===== config.mk =====
export PLATFORM = sky130hd
export DESIGN_NAME = lef_win_cell
export DESIGN_NICKNAME = d
export VERILOG_FILES = /design/src/hw/rtl/lef_pkg.sv /design/src/hw/rtl/lef_win_cell.sv
export SDC_FILE = /design/constraint.sdc
export NUM_CORES = 1
export LEC_CHECK = 0
export BUFFER_PORTS_ARGS = -buffer_cell sky130_fd_sc_hd__buf_2
export CAP_MARGIN = 10
export CORE_AREA = 5 5 42 44
export DETAILED_ROUTE_END_ITERATION = 12
export DIE_AREA = 0 0 47 49
export PLACE_DENSITY_LB_ADDON = 0.3
export SETUP_SLACK_MARGIN = 0.02
export SYNTH_ARGS = -nofsm -noshare
export SYNTH_HDL_FRONTEND = slang
export SYNTH_SLANG_ARGS = --single-unit
export TNS_END_PERCENT = 30

===== constraint.sdc =====
create_clock -name clk_i -period 1 [get_ports clk_i]
set_input_delay 0.2 -clock clk_i [delete_from_list [all_inputs] [get_ports clk_i]]
set_output_delay 0.2 -clock clk_i [all_outputs]
set_load 0.01 [all_outputs]

===== src/hw/rtl/lef_pkg.sv =====
// Shared types and constants for the Laplacian edge filter.
package lef_pkg;

  // Field and register widths
  localparam int unsigned PIX_W        = 8;
  localparam int unsigned WIDTH_REG_W  = 11;
  localparam int unsigned HEIGHT_REG_W = 13;
  localparam int unsigned CFG_W        = 13;
  localparam int unsigned CFG_IDX_W    = 1;

  // Register indexes
  localparam logic [CFG_IDX_W-1:0] REG_IMAGE_WIDTH  = 1'b0;
  localparam logic [CFG_IDX_W-1:0] REG_IMAGE_HEIGHT = 1'b1;

  // Register reset values
  localparam logic [WIDTH_REG_W-1:0]  RESET_WIDTH  = 11'd256;
  localparam logic [HEIGHT_REG_W-1:0] RESET_HEIGHT = 13'd256;

  // Clamp limits of the result
  localparam logic [PIX_W-1:0] PIX_MAX = 8'd255;
  localparam logic [PIX_W-1:0] PIX_MIN = 8'd0;

  // Input beat
  typedef struct packed {
    logic [PIX_W-1:0] pixel_value;
    logic             drain;
  } lef_in_t;

  // Output beat
  typedef struct packed {
    logic [PIX_W-1:0] edge_value;
    logic             frame_last;
  } lef_out_t;

  // Window cell control: shift enable and load-from-side select
  typedef struct packed {
    logic en;
    logic load;
  } cell_ctl_t;

endpackage


===== src/hw/rtl/lef_win_cell.sv =====
// One pixel cell of the 3-wide window: shifts from its neighbor or loads.
module lef_win_cell (
  input  logic                      clk_i,
  input  lef_pkg::cell_ctl_t        ctl_i,
  input  logic [lef_pkg::PIX_W-1:0] nbr_i,
  input  logic [lef_pkg::PIX_W-1:0] load_i,
  output logic [lef_pkg::PIX_W-1:0] pix_o,
  output logic [lef_pkg::PIX_W-1:0] nxt_o
);

  logic [lef_pkg::PIX_W-1:0] pix_q;
  logic [lef_pkg::PIX_W-1:0] pix_d;

  always_comb begin
    pix_d = pix_q;
    if (ctl_i.en) begin
      pix_d = ctl_i.load ? load_i : nbr_i;
    end
  end

  always_ff @(posedge clk_i) begin
    pix_q <= pix_d;
  end

  assign pix_o = pix_q;
  assign nxt_o = pix_d;

endmodule


==> flow_summary.toml <==
[outcome]
violations = "setup timing"
status = "complete, but fails checks"

[critical_path]
criticalPathCategory = "reg -> out"
worstPathRequired_ns = 0.80
start_kind = "flip-flop"
path_max_fanout = 2
cpMaxStageDelayCell = "dfxtp_2"
end_kind = "primary output"
cp.arrival_ns = 0.90
slowest_delay_ns = 0.32
cp_cell_sequence = "nor2_1 > a21oi_1 > buf_2"

[pwr]
p_sw_uw = 243
irDropWorstVdd_mv = 0.526
powerDensity_nw_per_um2 = 1460
combPwrFrac_pct = 28.6
p_clk_share_pct = 27.5
cellLeakagePower_uw = 0.000302
pwr-share-seq_pct = 43.9
intPower_uw = 621
swShare_pct = 28.1

[route]
drc = 0
drt_wl_total_um = 952
dr_total_vias = 369
drtAntennaViolNets = 0
vias_per_cell = 4.19
drtPass1Iterations = 2
wl_per_cell_um = 10.8
drt_iter0_drc = 1

[synthesis]
yosysSeqAreaShare_pct = 46.5
synth_compound_area_share_pct = 12.7
synth.area.mux_share_pct = 23.3
synth_area_leaders = "dfxtp_1 47%, mux2i_1 23%, a21oi_1 10%"
ys_warn_count = 0
yosys.area_share.simple_pct = 8.73
synth_top_family_by_area = "multiplexers"
synth-xor-area-share_pct = 0
synth_area_sq_um = 344
synthAdderAreaFrac_pct = 0
synth_area_per_cell_sq_um = 9.83
ys_ff_latch = 8
synthCells = 35
synth_fp_nets = 54
synth_top_area_cell = "dfxtp_1"
synth_top_area_share_pct = 46.5
yosysUniqueCellTypes = 7

[sta]
setup_viol = 8
fmax_mhz = 912
fin_skew_ns = 0
hold_slack_ns = 0.272
rsz0062_at_grt = "yes"
drv_slew = 0
tightestPinTransition_ns = 0.187
slew_headroom_pct = 87.2
setup_slack_ns = -0.0961
finalCriticalPeriod_ns = 1.10
timing.final.crit_share_pct = 110
finalHoldViolations = 0
setup_tns_ns = -0.544

[layout]
fin_nets = 93
final_cell_area_sq_um = 592
drive_gt1_share_pct = 79.2
area_growth_pct = 72.0
largest_reg_flops = 8
antenna_cells = 0

[clock_tree]
path_clk_slew_ns = 0.05
cts_tree = "built"
clock-root-buffer = "clkbuf_4"
clock_sinks = 8
insertion_delay_ns = 0.24
cts_buffers = 3
cts_hold_buffers = 0
htree_levels = 1
cts.path.max_buffers = 2

[placed_design]
place.gp.congestion = 0.687
place_ws_ns = -0.111
dpl.hpwl_um = 737
port_buffers = 34
dpl-instance-area_sq_um = 512

[floorplan]
core-area_sq_um = 1400
die_y_um = 49
dieArea_sq_um = 2300
rows = 14
initial_core_util_pct = 24.6
die_x_um = 47
pin_count = 35

[run]
maxCapViolCount = 0

[grt]
grt_pass1_wl_mm = 1.37
antenna_found_initial = 0
grt_usage_pct = 7.97
grt-ovfl-total = 0
grt_pass1_vias = 351
grt_max_degree = 17

[min_path]
hold_path_class = "in -> reg"
[per-stage QoR]
stage | util (%) | total power [uW] | cells
2_1_floorplan | - | 494 | 35
3_3_place_gp | 36.5 | 593 | 83
3_5_place_dp | 36.5 | 595 | 83
4_1_cts | 39.6 | 858 | 87
5_1_grt | 42.2 | 922 | 88
6_report | 42.2 | 864 | 88
[critical path: cells and delay by family (launching register included)]
| family | cells | cell delay, ns |
|---|---|---|
| buffers and inverters | 1 | 0.16 |
| AND/OR/NAND/NOR | 1 | 0.03 |
| flip-flops | 1 | 0.32 |
| AO/OA/AOI/OAI | 1 | 0.14 |
[path summary, 6_finish.rpt]
path / start / endpoint / slack (ns) / depth (start not counted)
max: pix_o[5] / nxt_o[5] / -0.1 / 3
min: nbr_i[4] / pix_o[4] / 0.27 / 3
max reg2reg: pix_o[0] / pix_o[0] / 0.32 / 3
min reg2reg: pix_o[5] / pix_o[5] / 0.48 / 2
[placed cells by master, fill, tap and decap left out]
master,instances
buf_2,32
mux2i_1,8
dfxtp_2,8
a21oi_2,7
nor2_1,6
clkbuf_4,4
buf_4,4
nor2_2,2
a21oi_1,1
[layer usage]
layer	track usage (%)	vias to the layer above	wire length (um)
li1	-	193	-
met1	9.71	155	407
met2	11.8	21	427
met3	2.95	0	117
met4	4.15	0	0
met5	0	-	0
[synth_stat cells]
cell type	n
a21oi_2	1
nor2_1	8
buf_6	2
dfxtp_1	8
mux2i_1	8
buf_4	1
a21oi_1	7
[cells by family after synthesis]
logic type | after synthesis
AO/OA/AOI/OAI | 8
multiplexers | 8
flip-flops | 8
AND/OR/NAND/NOR | 8
buffers and inverters | 3
[power by group through the flow]
stage	Combinational, uW	Clock [uW]	Sequential [uW]
after global placement	216	0	376
after detailed placement	218	0	377
after CTS	226	254	377
after floorplan	97.4	0	396
final	247	238	379
after global routing	273	266	383
[area by class of cell]
cell class / count / area (sq um)
fill: 157 / 810
clock buffer: 3 / 22.5
multi-input combinational: 24 / 181
timing repair buffer: 37 / 198
tap: 16 / 20.0
sequential: 8 / 170
[repair_timing]
action,CTS,global route
setup endpoints to repair,8,8
gates resized for setup,9,9
endpoints found under the hold margin,0,0
pin swaps,1,0
buffers inserted,1,1
Note: power is estimated with default switching activity, not from simulation.
